===== config.mk =====
export PLATFORM = sky130hd
export DESIGN_NAME = ppw_queue
export DESIGN_NICKNAME = d
export VERILOG_FILES = /design/src/ppw_pkg.sv /design/src/ppw_queue.sv
export SDC_FILE = /design/constraint.sdc
export NUM_CORES = 1
export LEC_CHECK = 0
export ABC_AREA = 1
export BUFFER_PORTS_ARGS = -buffer_cell sky130_fd_sc_hd__clkbuf_2
export CORE_MARGIN = 3
export CORE_UTILIZATION = 40
export DETAILED_ROUTE_END_ITERATION = 6
export GPL_ROUTABILITY_DRIVEN = 1
export PLACE_DENSITY = 0.69
export RECOVER_POWER = 25
export SYNTH_ARGS = -nofsm -noshare
export SYNTH_HDL_FRONTEND = slang
export SYNTH_SLANG_ARGS = --single-unit

===== constraint.sdc =====
create_clock -name clk -period 14.2 [get_ports clk]
set_input_delay 0.71 -clock clk [delete_from_list [all_inputs] [get_ports clk]]
set_output_delay 0.71 -clock clk [all_outputs]
set_load 0.01 [all_outputs]

===== src/ppw_pkg.sv =====
`timescale 1ns / 1ps
// ----------------------------------------------------------------------------
// ppw_pkg
// Types and constants shared by the pose progress watchdog modules.
// ----------------------------------------------------------------------------
package ppw_pkg;

  localparam int NUM_W       = 34;
  localparam int CORDIC_W    = 37;
  localparam int ANG_W       = 16;
  localparam int RADIUS_W    = 31;
  localparam int SQ_W        = 2 * RADIUS_W;
  localparam int ANG_TAB_LEN = 24;
  localparam int TAB_IDX_W   = 5;
  // power of two so the pointers wrap by themselves
  localparam int QUEUE_DEPTH = 2;

  localparam logic [ANG_W-1:0] HALF_TURN = 16'h8000;
  localparam logic [NUM_W-1:0] ONE_Q28   = 34'h0_1000_0000;

  localparam logic [ANG_W-1:0] ANG_TAB [ANG_TAB_LEN] = '{
    16'd8192, 16'd4836, 16'd2555, 16'd1297, 16'd651, 16'd326, 16'd163, 16'd81,
    16'd41,   16'd20,   16'd10,   16'd5,    16'd3,   16'd1,   16'd1,   16'd0,
    16'd0,    16'd0,    16'd0,    16'd0,    16'd0,   16'd0,   16'd0,   16'd0
  };

  localparam logic ACT_CHECK = 1'b0;
  localparam logic ACT_CLEAR = 1'b1;

  localparam logic [1:0] REG_MOVE_RADIUS    = 2'd0;
  localparam logic [1:0] REG_TURN_LIMIT     = 2'd1;
  localparam logic [1:0] REG_TIME_ALLOWANCE = 2'd2;

  localparam logic [RADIUS_W-1:0] MOVE_RADIUS_RST    = 31'd19661;
  localparam logic [ANG_W-1:0]    TURN_LIMIT_RST     = 16'd2086;
  localparam logic [31:0]         TIME_ALLOWANCE_RST = 32'd8000;

  typedef struct packed {
    logic                    action;
    logic [31:0]             pos_x;
    logic [31:0]             pos_y;
    logic signed [NUM_W-1:0] num;
    logic signed [NUM_W-1:0] den;
    logic [31:0]             now_ms;
  } work_t;

  typedef struct packed {
    logic [RADIUS_W-1:0] move_radius;
    logic [ANG_W-1:0]    turn_limit;
    logic [31:0]         time_allowance_ms;
  } cfg_t;

  typedef enum logic [2:0] {
    ST_IDLE,
    ST_ROT,
    ST_SQX,
    ST_SQY,
    ST_SQR,
    ST_DECIDE
  } state_t;

endpackage


===== src/ppw_queue.sv =====
`timescale 1ns / 1ps
// ----------------------------------------------------------------------------
// ppw_queue
// Short queue of classified items between the front and the back.
// ----------------------------------------------------------------------------
module ppw_queue (
  input  logic           clk,
  input  logic           rst,
  input  logic           push,
  input  ppw_pkg::work_t push_item,
  output logic           full,
  input  logic           pop,
  output ppw_pkg::work_t pop_item,
  output logic           not_empty
);
  import ppw_pkg::*;

  localparam int PTR_W = $clog2(QUEUE_DEPTH);
  localparam int CNT_W = $clog2(QUEUE_DEPTH + 1);

  work_t             mem [QUEUE_DEPTH];
  logic [PTR_W-1:0]  wr_ptr;
  logic [PTR_W-1:0]  rd_ptr;
  logic [CNT_W-1:0]  count;
  logic              do_push;
  logic              do_pop;

  assign full      = (count == CNT_W'(QUEUE_DEPTH));
  assign not_empty = (count != '0);
  assign do_push   = push && !full;
  assign do_pop    = pop && not_empty;
  assign pop_item  = mem[rd_ptr];

  always_ff @(posedge clk) begin
    if (do_push) begin
      mem[wr_ptr] <= push_item;
    end
  end

  always_ff @(posedge clk) begin
    if (rst) begin
      wr_ptr <= '0;
      rd_ptr <= '0;
      count  <= '0;
    end else begin
      if (do_push) begin
        wr_ptr <= wr_ptr + 1'b1;
      end
      if (do_pop) begin
        rd_ptr <= rd_ptr + 1'b1;
      end
      if (do_push && !do_pop) begin
        count <= count + 1'b1;
      end else if (do_pop && !do_push) begin
        count <= count - 1'b1;
      end
    end
  end

  a_no_overflow: assert property (@(posedge clk) disable iff (rst)
    !(push && full))
    else $error("queue push while full");

  a_no_underflow: assert property (@(posedge clk) disable iff (rst)
    !(pop && !not_empty))
    else $error("queue pop while empty");

endmodule


==> out/qor.txt <==
total clock sinks: 335
cell chosen for the clock root: sky130_fd_sc_hd__clkbuf_16
unrepaired setup endpoints after global routing: false
CTS tree: built
total negative slack: 0 ps
gpl congestion: 0.716
total clock buffers created by CTS: 35
share of post-route cells with drive strength above 1: 51.4%
Post-DP Area: 14300 um^2
Final Instance Area: 15200 um^2
final antenna-violating net count: 0
detailed placer's ending HPWL: 15.8 mm
worst supply voltage drop on vdd: 142 uV
slowest cell on the critical path: sky130_fd_sc_hd__buf_4
leakage power summed over all cells: 5.53 nW
Hold Path Class: in -> reg
total number of vias: 6253
average vias per placed instance: 4.72
number of nets in the synthesized netlist: 720
startpoint kind of the worst setup timing path: flop
Reg-to-Reg Start: count[1]
Yosys cell types: 13
Finished Core Util: 50.8%
startpoint of the tightest hold check path: push_item[62]
final-report hold violation count: 0
post-synthesis instance total: 550
floorplan die area: 32600 um^2
warning count from the yosys run: 0
largest net degree at the start of global routing: 69
Die X-Extent: 181 um
die outline height: 181 um
signed area change from the synthesized netlist to the final layout: 24.4%
H-Tree Level Count: 2
setup bufs post-CTS: 0
CP Max Fanout: 68
maximum buffer depth of the clock tree: 3
core outline area: 29900 um^2
number of port buffers: 335
most used cells in the layout excluding fill and tap cells: 330 x sky130_fd_sc_hd__edfxtp_1, 262 x sky130_fd_sc_hd__clkbuf_2, 165 x sky130_fd_sc_hd__mux2_2
data arrival time of the critical path: 2570 ps
worst slew slack as a fraction of its limit: 35.1%
IO Count: 336
initial core utilization: 40.9%
# setup viols final: 0
final routed DRC violation total: 0
endpoint required time on the critical path: 13490 ps
synthesized area per cell: 22.2 um^2
type of destination of the critical path: output port
number of gates given a new drive strength after cts: 0
fin. max-slew vios: 0
most frequent standard cell in the layout excluding fill and tap cells: sky130_fd_sc_hd__edfxtp_1
vias in the first global route: 6581
worst stage delay on the critical path: 780 ps
first-pass iteration count of the detailed router: 4
Worst Skew: 9.38 ps
Detailed Route WL: 23.8 mm
drt first-iter violations: 274
global-route wire length before repair: 35.9 mm
slew at the pin closest to its max-slew limit: 974 ps
FMAX: 0.305 GHz
routed wl met3: 1.82 mm
flop and latch count out of synthesis: 335
initial antenna violation count: 1
routed wire length on met2: 11.8 mm
gr ovfl total: 0
crit path cell chain: buf_4, mux2_2, clkbuf_2
power per cell area: 176 nW/um^2
drt wl/cell: 18.0 um
fraction of the cycle the final worst path needs: 23.1%
row cnt: 63
result of the run: finished clean
clock period minus worst slack: 3280 ps
clk slew on worst S/H paths: 60 ps
wire length on met1: 9.44 mm
Skew-Pair Late Insertion Delay: 490 ps
overall fraction of global-route tracks in use: 13.9%
start-to-end type of the worst setup path: reg -> out
register area share after synthesis: 82.0%
Mapped Area: 12200 um^2
hold-fix buffer count after cts: 0
total number of nets in the final design: 1082
Max Cap Violations: 0
top layer reached by signal wires: met4
[power breakdown]
group | internal, mW | leakage, nW | switching (mW)
Sequential | 1.25 | 3.12 | 0.0350
Clock | 0.473 | 0.498 | 0.340
Combinational | 0.249 | 1.91 | 0.327
Total | 1.97 | 5.53 | 0.701
[synth_stat cells]
library cell	count	area [um^2]
sky130_fd_sc_hd__a21oi_1	2	10.0
sky130_fd_sc_hd__buf_2	1	5.00
sky130_fd_sc_hd__buf_6	17	191
sky130_fd_sc_hd__dfxtp_1	5	100
sky130_fd_sc_hd__edfxtp_1	330	9910
sky130_fd_sc_hd__ha_1	1	12.5
sky130_fd_sc_hd__inv_1	8	30.0
sky130_fd_sc_hd__mux2_2	165	1860
sky130_fd_sc_hd__nand2_1	7	26.3
sky130_fd_sc_hd__nand3_1	2	10.0
sky130_fd_sc_hd__nand4_1	1	6.26
sky130_fd_sc_hd__nor2_1	8	30.0
sky130_fd_sc_hd__o21ai_0	3	15.0
[registers in the layout (all words and copies together), names as in the netlist, named ones only]
signal	cells
mem	330
count	2
rd_ptr	1
wr_ptr	1
[worst paths after layout]
kind                         to  slack (ps)  cells after the start
hold reg to reg            flop         530                      2
hold / removal       mem[0][62]         400                      1
setup / recovery  pop_item[108]       10920                      3
setup reg to reg     mem[0][36]       11330                      5
[cell type report]
class | instances | area (um^2)
Fill cell | 2521 | 14700
Timing Repair Buffer | 343 | 1650
Clock buffer | 45 | 956
Multi-Input combinational cell | 189 | 1980
Inverter | 8 | 30.0
Tap cell | 390 | 488
Clock inverter | 13 | 62.6
Sequential cell | 335 | 10000
Antenna cell | 1 | 2.50
[routing by layer]
layer	vias to the layer above	GRT usage, %
li1	2904	-
met1	3062	16.9
met2	237	23.3
met3	50	4.52
met4	0	4.91
met5	-	0
[stage by stage]
stage	std cells	worst slack, ps	power (mW)	hold WS (ps)
floorplan	550	5800	1.71	465
global placement	1265	10930	1.89	480
detailed placement	1265	10880	1.90	525
CTS	1323	10880	2.72	373
global route	1324	10770	2.80	373
finish	1324	10920	2.67	400
[cell families (layout without fill, tap and decap cells)]
| family | after synthesis | count (layout) | share of synthesized area [%] |
|---|---|---|---|
| adder cells (fa/ha/maj) | 1 | 1 | 0.103 |
| flip-flops | 335 | 335 | 82.0 |
| AND/OR/NAND/NOR | 18 | 18 | 0.595 |
| other | 0 | 1 | 0 |
| AO/OA/AOI/OAI | 5 | 5 | 0.205 |
| buffers and inverters | 26 | 409 | 1.86 |
| multiplexers | 165 | 165 | 15.2 |
[worst max-delay path, delay by kind of cell, from the launching register on]
family	cells	cell delay [ps]
flip-flops	1	620
buffers and inverters	2	910
multiplexers	1	440
Power figures use the tool's default switching activity.
