===== src/ppw_pkg.sv =====
`timescale 1ns / 1ps
// ----------------------------------------------------------------------------
// ppw_pkg
// Types and constants shared by the pose progress watchdog modules.
// ----------------------------------------------------------------------------
package ppw_pkg;

  localparam int NUM_W       = 34;
  localparam int CORDIC_W    = 37;
  localparam int ANG_W       = 16;
  localparam int RADIUS_W    = 31;
  localparam int SQ_W        = 2 * RADIUS_W;
  localparam int ANG_TAB_LEN = 24;
  localparam int TAB_IDX_W   = 5;
  // power of two so the pointers wrap by themselves
  localparam int QUEUE_DEPTH = 2;

  localparam logic [ANG_W-1:0] HALF_TURN = 16'h8000;
  localparam logic [NUM_W-1:0] ONE_Q28   = 34'h0_1000_0000;

  localparam logic [ANG_W-1:0] ANG_TAB [ANG_TAB_LEN] = '{
    16'd8192, 16'd4836, 16'd2555, 16'd1297, 16'd651, 16'd326, 16'd163, 16'd81,
    16'd41,   16'd20,   16'd10,   16'd5,    16'd3,   16'd1,   16'd1,   16'd0,
    16'd0,    16'd0,    16'd0,    16'd0,    16'd0,   16'd0,   16'd0,   16'd0
  };

  localparam logic ACT_CHECK = 1'b0;
  localparam logic ACT_CLEAR = 1'b1;

  localparam logic [1:0] REG_MOVE_RADIUS    = 2'd0;
  localparam logic [1:0] REG_TURN_LIMIT     = 2'd1;
  localparam logic [1:0] REG_TIME_ALLOWANCE = 2'd2;

  localparam logic [RADIUS_W-1:0] MOVE_RADIUS_RST    = 31'd19661;
  localparam logic [ANG_W-1:0]    TURN_LIMIT_RST     = 16'd2086;
  localparam logic [31:0]         TIME_ALLOWANCE_RST = 32'd8000;

  typedef struct packed {
    logic                    action;
    logic [31:0]             pos_x;
    logic [31:0]             pos_y;
    logic signed [NUM_W-1:0] num;
    logic signed [NUM_W-1:0] den;
    logic [31:0]             now_ms;
  } work_t;

  typedef struct packed {
    logic [RADIUS_W-1:0] move_radius;
    logic [ANG_W-1:0]    turn_limit;
    logic [31:0]         time_allowance_ms;
  } cfg_t;

  typedef enum logic [2:0] {
    ST_IDLE,
    ST_ROT,
    ST_SQX,
    ST_SQY,
    ST_SQR,
    ST_DECIDE
  } state_t;

endpackage


===== src/ppw_front.sv =====
`timescale 1ns / 1ps
// ----------------------------------------------------------------------------
// ppw_front
// Accepts pose items, forms the quaternion products and the yaw vector.
// ----------------------------------------------------------------------------
module ppw_front (
  input  logic                clk,
  input  logic                rst,
  input  logic                sample_valid,
  output logic                sample_stall,
  input  logic                action,
  input  logic signed [31:0]  pos_x,
  input  logic signed [31:0]  pos_y,
  input  logic signed [15:0]  quat_w,
  input  logic signed [15:0]  quat_x,
  input  logic signed [15:0]  quat_y,
  input  logic signed [15:0]  quat_z,
  input  logic [31:0]         now_ms,
  output logic                push,
  output ppw_pkg::work_t      push_item,
  input  logic                q_full
);
  import ppw_pkg::*;

  logic               s_valid;
  logic               s_action;
  logic [31:0]        s_px;
  logic [31:0]        s_py;
  logic [31:0]        s_now;
  logic signed [31:0] p_wz;
  logic signed [31:0] p_xy;
  logic signed [31:0] p_yy;
  logic signed [31:0] p_zz;
  logic               load;
  logic signed [32:0] cross_sum;
  logic signed [32:0] sq_sum;

  assign sample_stall = s_valid && q_full;
  assign load         = sample_valid && !sample_stall;
  assign push         = s_valid && !q_full;

  always_ff @(posedge clk) begin
    if (rst) begin
      s_valid <= 1'b0;
    end else if (load) begin
      s_valid <= 1'b1;
    end else if (push) begin
      s_valid <= 1'b0;
    end
  end

  always_ff @(posedge clk) begin
    if (load) begin
      s_action <= action;
      s_px     <= pos_x;
      s_py     <= pos_y;
      s_now    <= now_ms;
      p_wz     <= quat_w * quat_z;
      p_xy     <= quat_x * quat_y;
      p_yy     <= quat_y * quat_y;
      p_zz     <= quat_z * quat_z;
    end
  end

  assign cross_sum = 33'(p_wz) + 33'(p_xy);
  assign sq_sum    = 33'(p_yy) + 33'(p_zz);

  always_comb begin
    push_item.action = s_action;
    push_item.pos_x  = s_px;
    push_item.pos_y  = s_py;
    push_item.now_ms = s_now;
    push_item.num    = {cross_sum, 1'b0};
    push_item.den    = ONE_Q28 - {sq_sum, 1'b0};
  end

endmodule


===== config.mk =====
export PLATFORM = sky130hd
export DESIGN_NAME = ppw_front
export DESIGN_NICKNAME = d
export VERILOG_FILES = /design/src/ppw_pkg.sv /design/src/ppw_front.sv
export SDC_FILE = /design/constraint.sdc
export NUM_CORES = 2
export LEC_CHECK = 0
export BUFFER_PORTS_ARGS = -buffer_cell sky130_fd_sc_hd__buf_2
export CORE_MARGIN = 4
export CORE_UTILIZATION = 50
export DETAILED_ROUTE_END_ITERATION = 10
export GPL_ROUTABILITY_DRIVEN = 0
export GPL_TIMING_DRIVEN = 1
export PLACE_DENSITY = 0.73
export SLEW_MARGIN = 25
export SYNTH_ARGS = -nofsm -noshare
export SYNTH_HDL_FRONTEND = slang
export SYNTH_SLANG_ARGS = --single-unit

===== constraint.sdc =====
create_clock -name clk -period 15.2 [get_ports clk]
set_clock_uncertainty 0.15 [all_clocks]
set_input_delay 3.04 -clock clk [delete_from_list [all_inputs] [get_ports clk]]
set_output_delay 3.04 -clock clk [all_outputs]
set_load 0.02 [all_outputs]

==> results.txt <==
The number of buffers and inverters on the critical path is 5. The number of standard cells after synthesis was 4,996. The worst hold path class was reg -> reg. The total of max-cap violations came out at 0. The run finished with clean final reports.

STA classifies the critical path startpoint as an input pin. The shortest period the worst path allows came out at 10,050 ps. The critical-path cell with the highest stage delay is sky130_fd_sc_hd__a2111oi_0. The critical path depth in cells is 26. For the initial DRC count, the log shows 2,184.

In the synthesized netlist the dominant register cell turns out to be sky130_fd_sc_hd__edfxtp_1. During placement, the flow inserted port buffers numbering 329. The run gives 332 as the count of boundary I/O pins. The routed layout has 34,000 vias.

By area the synthesized netlist is led by sky130_fd_sc_hd__fa_1 (41%), sky130_fd_sc_hd__edfxtp_1 (14%), sky130_fd_sc_hd__ha_1 (11%). In the routed design, unresolved DRC markers number 0. Data on the critical path arrives at its endpoint at 10,200 ps. For the CTS buffer count, the log shows 28. The residual antenna-violating net count after detailed routing came out at 0. The area share of and/or/nand/nor cells after synthesis was 12.1%.

Type of the worst setup path: in -> reg. The final number of max-transition violations was 0; the number of different library cells in the post-synthesis netlist was 91. Summing the areas of all fa, ha and maj instances in the mapped netlist gives 51.7% of the synthesized area. The core region is 0.0956 sq mm. In this run, synthesis produced a sequential element count of 224. Of the synthesized area, sequential elements account for 13.9%.

Across every metal layer, demand over resource in global routing totals 23.2%. STA classifies the critical path endpoint as a register. The tools report the final-layout fill cell count as 8,503. The data required time of the critical path is 15,350 ps, and the pin slew with the least headroom to its limit is 996 ps.

The number of post-CTS setup repair buffers was 0. The setup violation total in the final timing report came out at 0. The placed instances occupy a cell area of 0.0511 sq mm.

The total length of routed wires was 115,000 microns; the ratio of final minimum period to clock period was 66.1%. The run gives 0 as the total of cells resized after clock tree synthesis. In this run the cell area of the synthesized design comes to 0.0484 sq mm. The largest area contributor in the netlist was sky130_fd_sc_hd__fa_1. The cell family contributing the most delay on the critical path is adder cells. For the final routed database, the setup TNS stands at 0 ps. The count of flip-flops with a built-in enable after synthesis is 223, and the highest cell delay on the worst timing path is 570 ps.

The first global-routing pass estimated 190,000 microns of wire. The CTS sink count was 224; the number of standard cells in the final layout excluding fillers was 6,487. The ratio of cells with drive above 1 in the final layout is 8.05%. Width of the die: 319 microns. TritonCTS built the clock tree.

Initial core utilization: 50.7%. The maximum buffer depth of the clock tree is 3, and the fraction of synthesized cell area taken by the top area cell type is 41.0%. Compound-gate portion of the synthesized area: 6.81%.

The run gives 36,300 as the via count of the first global-routing pass. Worst-case setup slack after placement: 4660 ps. Global routing finished with a remaining overflow of 0. Final design area excluding fillers: 0.0520 sq mm. Once routing completed, OpenROAD measured the worst setup slack at 5150 ps.

Derived from the worst setup path, the maximum achievable clock frequency is 0.0995 GHz. The average detailed-routed wire length per instance is 17.8 microns, and the mean post-synth cell area is 9.70 sq um. Using the TritonRoute via totals, the vias-per-cell ratio works out to 5.25. The tools report the count of H-tree levels built during CTS as 1.

The final-report hold violation count is 0, and the Yosys warning count is 0. Clock transition at the registers of the reported paths: 60 ps. In the layout the commonest cells are sky130_fd_sc_hd__inv_1 (1,266), sky130_fd_sc_hd__fa_1 (992), sky130_fd_sc_hd__nand2_1 (465).

Setup repair after global routing left no endpoint under its margin. The full die area was 0.102 sq mm. In the final design database the tool counted 6,767 nets. The share of flip-flops with an asynchronous set or reset is 0%. By area, the combinational part of the netlist is dominated by adder cells.

Vertical extent of the die: 319 microns. After legalization and detailed placement, the total HPWL measured 93,700 microns. Along the worst hold path, the cell count comes to 3.

The tools report the hold buffer count at cts as 0. For the number of antenna violations at the first check in global routing, the log shows 10. The number of cells on the worst reg-to-reg path is 4.

The most common cell after layout, fill and taps aside was sky130_fd_sc_hd__inv_1. Of all nets on the critical path, the largest fanout is 20. Entering global routing, the biggest net connects 157 pins. The most prevalent standard cell on the critical path is sky130_fd_sc_hd__fa_1. The area growth from synthesis to layout is 7.30%.

Of the total synthesized cell area, the portion taken by XOR and XNOR cells is 4.14%. In the synthesized netlist, mux cells make up 0.168% of the area. The cell sitting at the root of the clock tree is a sky130_fd_sc_hd__clkbuf_16. The number of search-and-repair iterations in the first detailed-routing pass is 6, and the insertion delay to the later sink of the worst-skew pair is 600 ps. The floorplan has 113 rows. Once placement completed, the tool counted placed cells totaling 6,431. Headroom to the max-slew limit came out at 33.6%.
==> cells in the mapped netlist, types with 5 or more instances <==
cell	n
sky130_fd_sc_hd__inv_1	1266
sky130_fd_sc_hd__o21bai_1	26
sky130_fd_sc_hd__or3_1	10
sky130_fd_sc_hd__a211oi_1	19
sky130_fd_sc_hd__buf_1	5
sky130_fd_sc_hd__nand3b_1	6
sky130_fd_sc_hd__a31oi_1	10
sky130_fd_sc_hd__a211o_1	7
sky130_fd_sc_hd__ha_1	414
sky130_fd_sc_hd__nand3_1	31
sky130_fd_sc_hd__edfxtp_1	223
sky130_fd_sc_hd__xor2_1	43
sky130_fd_sc_hd__nor2_1	193
sky130_fd_sc_hd__buf_4	5
sky130_fd_sc_hd__buf_2	5
sky130_fd_sc_hd__and2_1	326
sky130_fd_sc_hd__nand2_1	465
sky130_fd_sc_hd__nand4_1	11
sky130_fd_sc_hd__mux2i_1	7
sky130_fd_sc_hd__nor4_1	5
sky130_fd_sc_hd__or2_2	11
sky130_fd_sc_hd__fa_1	992
sky130_fd_sc_hd__o21ai_0	71
sky130_fd_sc_hd__a21o_1	73
sky130_fd_sc_hd__clkbuf_1	148
sky130_fd_sc_hd__nor2b_1	30
sky130_fd_sc_hd__a2111oi_0	6
sky130_fd_sc_hd__nand2b_1	38
sky130_fd_sc_hd__o211ai_1	18
sky130_fd_sc_hd__o21a_1	25
sky130_fd_sc_hd__o31ai_1	5
sky130_fd_sc_hd__and3_1	18
sky130_fd_sc_hd__o21ai_1	5
sky130_fd_sc_hd__a21oi_1	157
sky130_fd_sc_hd__xnor2_1	183
sky130_fd_sc_hd__nor3_1	32
sky130_fd_sc_hd__a31o_2	10
==> kinds of logic after synthesis <==
group	Yosys count
AO/OA/AOI/OAI	494
XOR/XNOR	227
adder cells (fa/ha/maj)	1406
buffers and inverters	1435
flip-flops	224
multiplexers	8
other	1
AND/OR/NAND/NOR	1201
==> cell type report <==
cell class                      count  area [sq um]  area share (%)
Tap cell                         1265          1580            3.05
Multi-Input combinational cell   3338         36300            69.8
Timing Repair Buffer              335          1700            3.28
Inverter                         1269          4760            9.16
Clock buffer                       36           731            1.41
Sequential cell                   224          6720            12.9
Clock inverter                     15           168           0.323
Antenna cell                        5          12.5          0.0241
==> flip-flops by register name, indices dropped and copies added (netlist names) <==
signal / count
p_yy: 31
s_py: 32
p_wz: 32
s_px: 32
s_action: 1
s_now: 32
p_xy: 32
p_zz: 31
s_valid: 1
==> path summary, 6_finish.rpt <==
check             slack [ps]              endpoint            startpoint
setup / recovery        5150    p_zz[31]$_DFFE_PP_            quat_z[15]
hold / removal           510  s_valid$_SDFFE_PP0P_  s_valid$_SDFFE_PP0P_
setup reg to reg       12310    p_yy[17]$_DFFE_PP_  s_valid$_SDFFE_PP0P_
hold reg to reg          510  s_valid$_SDFFE_PP0P_  s_valid$_SDFFE_PP0P_
==> stage by stage <==
stage / hold slack, ps / util [%]
2_1_floorplan: 533 / -
3_3_place_gp: 487 / 53.4
3_5_place_dp: 507 / 53.4
4_1_cts: 515 / 54.4
5_1_grt: 576 / 54.4
6_report: 514 / 54.4
==> per-layer routing <==
metal / track usage, % / wire length, microns / vias to the layer above
li1: - / - / 15600
met1: 32.2 / 49400 / 17400
met2: 39.1 / 56800 / 930
met3: 2.90 / 6280 / 169
met4: 5.50 / 2760 / 6
met5: 0 / 41 / -
==> worst min-delay path, delay by kind of cell (launching register included) <==
family / cells / cell delay, ps
DFF: 1 / 300
and+or+nand+nor: 3 / 320
Power is left out: the tool's default activity adds up to more than one toggle a clock period on the data nets, which glitch-free logic cannot reach.
