--- src/ppw_pkg.sv ---
`timescale 1ns / 1ps
// ----------------------------------------------------------------------------
// ppw_pkg
// Types and constants shared by the pose progress watchdog modules.
// ----------------------------------------------------------------------------
package ppw_pkg;

  localparam int NUM_W       = 34;
  localparam int CORDIC_W    = 37;
  localparam int ANG_W       = 16;
  localparam int RADIUS_W    = 31;
  localparam int SQ_W        = 2 * RADIUS_W;
  localparam int ANG_TAB_LEN = 24;
  localparam int TAB_IDX_W   = 5;
  // power of two so the pointers wrap by themselves
  localparam int QUEUE_DEPTH = 2;

  localparam logic [ANG_W-1:0] HALF_TURN = 16'h8000;
  localparam logic [NUM_W-1:0] ONE_Q28   = 34'h0_1000_0000;

  localparam logic [ANG_W-1:0] ANG_TAB [ANG_TAB_LEN] = '{
    16'd8192, 16'd4836, 16'd2555, 16'd1297, 16'd651, 16'd326, 16'd163, 16'd81,
    16'd41,   16'd20,   16'd10,   16'd5,    16'd3,   16'd1,   16'd1,   16'd0,
    16'd0,    16'd0,    16'd0,    16'd0,    16'd0,   16'd0,   16'd0,   16'd0
  };

  localparam logic ACT_CHECK = 1'b0;
  localparam logic ACT_CLEAR = 1'b1;

  localparam logic [1:0] REG_MOVE_RADIUS    = 2'd0;
  localparam logic [1:0] REG_TURN_LIMIT     = 2'd1;
  localparam logic [1:0] REG_TIME_ALLOWANCE = 2'd2;

  localparam logic [RADIUS_W-1:0] MOVE_RADIUS_RST    = 31'd19661;
  localparam logic [ANG_W-1:0]    TURN_LIMIT_RST     = 16'd2086;
  localparam logic [31:0]         TIME_ALLOWANCE_RST = 32'd8000;

  typedef struct packed {
    logic                    action;
    logic [31:0]             pos_x;
    logic [31:0]             pos_y;
    logic signed [NUM_W-1:0] num;
    logic signed [NUM_W-1:0] den;
    logic [31:0]             now_ms;
  } work_t;

  typedef struct packed {
    logic [RADIUS_W-1:0] move_radius;
    logic [ANG_W-1:0]    turn_limit;
    logic [31:0]         time_allowance_ms;
  } cfg_t;

  typedef enum logic [2:0] {
    ST_IDLE,
    ST_ROT,
    ST_SQX,
    ST_SQY,
    ST_SQR,
    ST_DECIDE
  } state_t;

endpackage

--- src/ppw_back.sv ---
`timescale 1ns / 1ps
// ----------------------------------------------------------------------------
// ppw_back
// Yaw rotator, distance check, baseline keeping and the result register.
// ----------------------------------------------------------------------------
module ppw_back #(
  parameter int STEPS = 16
) (
  input  logic           clk,
  input  logic           rst,
  input  ppw_pkg::cfg_t  cfg,
  input  logic           q_valid,
  input  ppw_pkg::work_t q_item,
  output logic           q_pop,
  output logic           result_valid,
  input  logic           result_stall,
  output logic           progress_ok,
  output logic           baseline_renewed
);
  import ppw_pkg::*;

  localparam int ITER_W = $clog2(STEPS);

  state_t                     state;
  state_t                     state_next;
  logic [ITER_W-1:0]          iter;
  logic                       w_action;
  logic [31:0]                w_px;
  logic [31:0]                w_py;
  logic [31:0]                w_now;
  logic                       zero_vec;
  logic signed [CORDIC_W-1:0] cx;
  logic signed [CORDIC_W-1:0] cy;
  logic [ANG_W-1:0]           cz;
  logic [31:0]                adx;
  logic [31:0]                ady;
  logic [SQ_W-1:0]            sq_x;
  logic [SQ_W-1:0]            sq_y;
  logic [SQ_W-1:0]            sq_r;

  logic [31:0]                base_x;
  logic [31:0]                base_y;
  logic [ANG_W-1:0]           base_yaw;
  logic [31:0]                base_time;
  logic                       base_valid;

  logic                       fire;
  logic [RADIUS_W-1:0]        mul_a;
  logic [SQ_W-1:0]            mul_p;

  logic signed [CORDIC_W-1:0] x0;
  logic signed [CORDIC_W-1:0] y0;
  logic signed [32:0]         dx;
  logic signed [32:0]         dy;
  logic signed [CORDIC_W-1:0] xs;
  logic signed [CORDIC_W-1:0] ys;
  logic [ANG_W-1:0]           yaw;
  logic [ANG_W-1:0]           dyaw;
  logic [ANG_W:0]             mag;
  logic                       turned;
  logic [SQ_W:0]              dist2;
  logic                       moved;
  logic                       renew;
  logic [31:0]                elapsed;

  // next state
  always_comb begin
    state_next = state;
    unique case (state)
      ST_IDLE: begin
        if (q_valid) begin
          state_next = (q_item.action == ACT_CLEAR) ? ST_DECIDE : ST_ROT;
        end
      end
      ST_ROT: begin
        if (iter == ITER_W'(STEPS - 1)) begin
          state_next = ST_SQX;
        end
      end
      ST_SQX:    state_next = ST_SQY;
      ST_SQY:    state_next = ST_SQR;
      ST_SQR:    state_next = ST_DECIDE;
      ST_DECIDE: begin
        if (fire) begin
          state_next = ST_IDLE;
        end
      end
      default:   state_next = ST_IDLE;
    endcase
  end

  // outputs of the sequencer
  always_comb begin
    q_pop = 1'b0;
    fire  = 1'b0;
    mul_a = cfg.move_radius;
    unique case (state)
      ST_IDLE:   q_pop = q_valid;
      ST_SQX:    mul_a = adx[RADIUS_W-1:0];
      ST_SQY:    mul_a = ady[RADIUS_W-1:0];
      ST_DECIDE: fire  = !result_valid || !result_stall;
      default:   ;
    endcase
  end

  always_ff @(posedge clk) begin
    if (rst) begin
      state <= ST_IDLE;
    end else begin
      state <= state_next;
    end
  end

  // item load and the shared datapath
  assign x0 = CORDIC_W'(q_item.den);
  assign y0 = CORDIC_W'(q_item.num);
  assign dx = 33'($signed(q_item.pos_x)) - 33'($signed(base_x));
  assign dy = 33'($signed(q_item.pos_y)) - 33'($signed(base_y));
  assign xs = cx >>> iter;
  assign ys = cy >>> iter;
  assign mul_p = mul_a * mul_a;

  always_ff @(posedge clk) begin
    if (state == ST_IDLE) begin
      iter <= '0;
    end else if (state == ST_ROT) begin
      iter <= iter + 1'b1;
    end
  end

  always_ff @(posedge clk) begin
    unique case (state)
      ST_IDLE: begin
        if (q_valid) begin
          w_action <= q_item.action;
          w_px     <= q_item.pos_x;
          w_py     <= q_item.pos_y;
          w_now    <= q_item.now_ms;
          zero_vec <= (q_item.num == '0) && (q_item.den == '0);
          adx      <= dx[32] ? 32'(-dx) : dx[31:0];
          ady      <= dy[32] ? 32'(-dy) : dy[31:0];
          if (x0 < 0) begin
            cx <= -x0;
            cy <= -y0;
            cz <= HALF_TURN;
          end else begin
            cx <= x0;
            cy <= y0;
            cz <= '0;
          end
        end
      end
      ST_ROT: begin
        if (cy >= 0) begin
          cx <= cx + ys;
          cy <= cy - xs;
          cz <= cz + ANG_TAB[TAB_IDX_W'(iter)];
        end else begin
          cx <= cx - ys;
          cy <= cy + xs;
          cz <= cz - ANG_TAB[TAB_IDX_W'(iter)];
        end
      end
      ST_SQX:  sq_x <= mul_p;
      ST_SQY:  sq_y <= mul_p;
      ST_SQR:  sq_r <= mul_p;
      default: ;
    endcase
  end

  // decision
  assign yaw     = zero_vec ? '0 : cz;
  assign dyaw    = yaw - base_yaw;
  assign mag     = dyaw[ANG_W-1] ? ((ANG_W+1)'(1) << ANG_W) - {1'b0, dyaw} : {1'b0, dyaw};
  assign turned  = mag > {1'b0, cfg.turn_limit};
  assign dist2   = {1'b0, sq_x} + {1'b0, sq_y};
  assign moved   = base_valid && ((adx > {1'b0, cfg.move_radius})
                   || (ady > {1'b0, cfg.move_radius})
                   || (dist2 > {1'b0, sq_r}));
  assign renew   = !base_valid || moved || turned;
  assign elapsed = w_now - base_time;

  always_ff @(posedge clk) begin
    if (rst) begin
      base_valid <= 1'b0;
    end else if (fire) begin
      if (w_action == ACT_CLEAR) begin
        base_valid <= 1'b0;
      end else if (renew) begin
        base_valid <= 1'b1;
      end
    end
  end

  always_ff @(posedge clk) begin
    if (rst) begin
      base_x    <= '0;
      base_y    <= '0;
      base_yaw  <= '0;
      base_time <= '0;
    end else if (fire && w_action == ACT_CHECK && renew) begin
      base_x    <= w_px;
      base_y    <= w_py;
      base_yaw  <= yaw;
      base_time <= w_now;
    end
  end

  always_ff @(posedge clk) begin
    if (rst) begin
      result_valid <= 1'b0;
    end else if (fire) begin
      result_valid <= 1'b1;
    end else if (!result_stall) begin
      result_valid <= 1'b0;
    end
  end

  always_ff @(posedge clk) begin
    if (fire) begin
      if (w_action == ACT_CLEAR) begin
        progress_ok      <= 1'b0;
        baseline_renewed <= 1'b0;
      end else begin
        progress_ok      <= renew || (elapsed <= cfg.time_allowance_ms);
        baseline_renewed <= renew;
      end
    end
  end

  a_result_from_decide: assert property (@(posedge clk) disable iff (rst)
    $rose(result_valid) |-> $past(state == ST_DECIDE))
    else $error("result appeared outside the decide step");

  a_renew_means_ok: assert property (@(posedge clk) disable iff (rst)
    (result_valid && baseline_renewed) |-> progress_ok)
    else $error("renewed baseline without progress");

  a_iter_bound: assert property (@(posedge clk) disable iff (rst)
    (state == ST_ROT) |-> (iter <= ITER_W'(STEPS - 1)))
    else $error("rotator ran past its step count");

endmodule
--- config.mk ---
export PLATFORM = sky130hd
export DESIGN_NAME = ppw_back
export DESIGN_NICKNAME = d
export VERILOG_FILES = /design/src/ppw_pkg.sv /design/src/ppw_back.sv
export SDC_FILE = /design/constraint.sdc
export NUM_CORES = 2
export LEC_CHECK = 0
export ABC_AREA = 0
export BUFFER_PORTS_ARGS = -buffer_cell sky130_fd_sc_hd__buf_2
export CORE_ASPECT_RATIO = 0.6
export CORE_MARGIN = 4
export CORE_UTILIZATION = 50
export CTS_BUF_LIST = sky130_fd_sc_hd__clkbuf_8
export DETAILED_ROUTE_END_ITERATION = 12
export HOLD_SLACK_MARGIN = 0.05
export PLACE_DENSITY = 0.63
export SYNTH_ARGS = -nofsm -noshare
export SYNTH_HDL_FRONTEND = slang
export SYNTH_SLANG_ARGS = --single-unit
--- constraint.sdc ---
create_clock -name clk -period 11.5 [get_ports clk]
set_clock_uncertainty 0.2 [all_clocks]
set_input_delay 0.575 -clock clk [delete_from_list [all_inputs] [get_ports clk]]
set_output_delay 0.575 -clock clk [all_outputs]
set_load 0.01 [all_outputs]
==> Implementation_results.wiki <==
{| class="wikitable"
! Metric !! Value
|-
| Setup crit end kind || register
|-
| Clock latency of the later-clocked register in the worst-skew pair || roughly 0.86 ns
|-
| Pre-CTS setup slack || between 1 and 1.5 ns
|-
| Clock tree from TritonCTS || done
|-
| First-iteration detailed-routing DRC count || around 7,000
|-
| TritonCTS sink count || ~560
|-
| Routed vias || around 60,000
|-
| Cell total after placement || 9,817
|-
| Count of state elements after synthesis || 558
|-
| Cell Area, Placed || 75,290 sq um
|-
| Headroom to the max-slew limit || 0.1239
|-
| Syn Nets || 9,555
|-
| Sequential cell area || roughly 16,000 sq um
|-
| Number of global-route vias before repair || approximately 57,000
|-
| Starting Density || 0.5052
|-
| Synth-to-Final Area Change || 9.640%
|-
| Number of max-slew violations in the final report || 0
|-
| Bufs on Longest Clock Path || 3
|-
| Final std cell area, no fill || between 70,000 and 80,000 sq um
|-
| Multi-input logic area || around 50,000 sq um
|-
| Predominant post-synthesis flop cell || edfxtp_1
|-
| Time the worst path needs with I/O delays and setup || 10.84 ns
|-
| Global-route wire length before repair || between 300,000 and 400,000 microns
|-
| F_max || ~92 MHz
|-
| Maximum Capacitance Violations || 0
|-
| Mapped Avg Cell Area || between 9 and 10 sq um
|-
| Number of fillers in the final layout || around 13,000
|-
| RSZ-0062 raised after global routing || false
|-
| Clock tree root driver cell || clkbuf_8
|-
| Final weighted congestion in routability-driven placement || around 1.1
|-
| GR met1 Demand/Resource || 0.4821
|-
| Delay of the slowest critical-path stage || between 0.7 and 0.8 ns
|-
| Y dimension of the die || 301.9 microns
|-
| Number of buffers and inverters on the critical path || 6
|-
| Required time of the critical path || approximately 12 ns
|-
| H-tree depth || 3
|-
| Final period util || 0.9430
|-
| 1st-pass router iterations || 8
|-
| Mapped Area || just over 70,000 sq um
|-
| Most instantiated library cell after synthesis || inv_1
|-
| Antenna violations before repair || 11
|-
| Fraction of registers with async set or reset after synthesis || 0
|-
| Gate Count Post-Synth || approximately 8,000
|-
| Area share of the leading cell type in the synthesized netlist || 0.2106
|-
| Synthesis warning total || 0
|-
| Critical Path Start Type || register
|-
| Placed wire-length estimate || 184,500 microns
|-
| Classification of the worst-slack hold path || in -> reg
|-
| Post-synth cell types || just under 100
|-
| Detailed-route DRC error count || 0
|-
| PostCTS Resize Cnt || 0
|-
| Transition time at the pin with the least slew margin || about 1.3 ns
|-
| Fin cells || a little over 10,000
|-
| Overall die area || around 150,000 sq um
|-
| Final worst-path setup slack || between 0.6 and 0.7 ns
|-
| Count of nets left with antenna violations after detail routing || 0
|-
| Detailed-route wire length || about 230,000 microns
|-
| Final Hold Vio Count || 0
|-
| EDFF count, synth || ~440
|-
| Met3 track utilization from global routing || 0.1296
|-
| Arrival time of data at the critical path endpoint || ~11 ns
|-
| Most Used Layer, Global Route || met1
|-
| Sequential fraction of the synthesis area || 0.2160
|-
| Top-level port count || 252
|-
| Family of cells with the greatest summed delay on the critical path || adder cells
|-
| Highest-delay cell along the critical path || o21ai_2
|-
| Final #Nets || around 10,000
|-
| Clock buffer count from CTS || between 90 and 100
|-
| Most repeated library cell on the critical path || fa_1
|-
| Gr ovfl total || 0
|-
| Layout cells sized above 1 || 0.08179
|-
| Via-to-Cell Ratio || approximately 5.8
|-
| Number of rows in the core area || between 100 and 150
|-
| Aggregate negative setup slack || 0 ns
|-
| Count of buffers from port buffering || 251
|-
| Top post-synthesis cells by area || fa_1, edfxtp_1, ha_1
|-
| Maximum number of pins on one net before global-route repair || between 90 and 100
|-
| Post-detailed-route wirelength per cell || between 20 and 25 microns
|-
| Cell type contributing the most total cell area after synthesis || fa_1
|-
| Core region area || between 100,000 and 150,000 sq um
|-
| Status || finished, final reports clean
|-
| Reg clk slew, reported paths || ~0.060 ns
|-
| GR Util met2 || 0.3698
|-
| Final setup violation count || 0
|-
| Max Fanout on Critical Path || 42
|-
| Commonest cells in the netlist || inv_1, fa_1, ha_1
|-
| Critical path class || reg -> reg
|-
| Die Width || around 500 microns
|-
| Total global routing track utilization || 0.3020
|}
-- placed cells by master, fill, tap and decap left out, types with 72 or more instances in the layout --
master	netlist	final
fa_1	757	757
nor2_1	525	522
o21ai_0	414	402
dlygate4sd3_1	0	171
mux2i_1	97	97
inv_1	1340	1372
nor2b_1	80	80
nor3_1	77	77
buf_4	13	103
nand2_1	662	661
ha_1	702	702
nand3_1	211	211
buf_2	18	250
o21a_1	72	72
clkbuf_8	0	98
xnor2_1	327	327
a21o_1	218	218
xor2_1	174	174
dfxtp_1	121	116
edfxtp_1	437	437
a21oi_1	503	503
-- path summary, 6_finish.rpt --
| path | start | to | slack, ns | depth (start not counted) |
|---|---|---|---|---|
| hold reg to reg | base_x[9] | base_x[9] | 0.27 | 2 |
| setup reg to reg | state[1] | sq_x[61] | 0.66 | 29 |
| hold / removal | q_valid | state[0] | 0.16 | 4 |
| setup / recovery | state[1] | sq_x[61] | 0.66 | 29 |
-- layout make-up --
class                           instances  area share
Clock buffer                           98     0.01709
Inverter                             1356     0.06457
Timing Repair Buffer                  524     0.04735
Sequential cell                       558      0.1972
Tap cell                             1907     0.03024
Multi-Input combinational cell       5643      0.6366
Antenna cell                           10   0.0003171
Clock inverter                         74    0.006692
-- logic make-up (layout without fill, tap and decap cells) --
| logic type | after synthesis | count (layout) | share of synthesized area |
|---|---|---|---|
| simple gates | 1873 | 1873 | 0.1196 |
| buf+inv | 1647 | 2052 | 0.08780 |
| compound gates | 1599 | 1599 | 0.1372 |
| fa+ha+maj | 1459 | 1459 | 0.3326 |
| flops | 558 | 558 | 0.2160 |
| xor+xnor | 501 | 501 | 0.06097 |
| mux | 211 | 211 | 0.04586 |
| other cells | 0 | 10 | 0 |
-- state kept, by name, indices dropped and copies added (netlist names) --
name,count
sq_r,61
sq_x,61
sq_y,61
cx,37
cy,37
adx,32
ady,32
base_time,32
base_x,32
base_y,32
w_now,32
w_px,32
w_py,32
base_yaw,16
cz,16
iter,4
state,3
base_valid,1
baseline_renewed,1
progress_ok,1
result_valid,1
w_action,1
zero_vec,1
-- metal layers --
layer	up-vias	wire length (microns)
li1	27053	-
met5	-	104
met4	2	3299
met3	242	34680
met1	28726	109000
met2	3030	82080
-- stage by stage --
step / hold slack, ns / utilization
floorplan: 0.2468 / -
global placement: 0.2564 / 0.5285
detailed placement: 0.2662 / 0.5285
CTS: 0.05901 / 0.5537
global route: 0.1132 / 0.5539
finish: 0.1599 / 0.5539
-- worst reg2reg max path: cells and delay by family, from the launching register on --
| kind | cells | cell delay, ns |
|---|---|---|
| muxes | 1 | 0.37 |
| buffers and inverters | 6 | 1.18 |
| AOI/OAI and AO/OA | 9 | 2.66 |
| DFF | 1 | 0.57 |
| adders and majority gates | 9 | 4.50 |
| and+or+nand+nor | 4 | 1.09 |
-- what timing repair did --
action	CTS	global route
hold endpoints to repair	205	0
buffers inserted	0	0
hold buffers	171	0
Power is left out: the tool's default activity adds up to more than one toggle a clock period on the data nets, which glitch-free logic cannot reach.
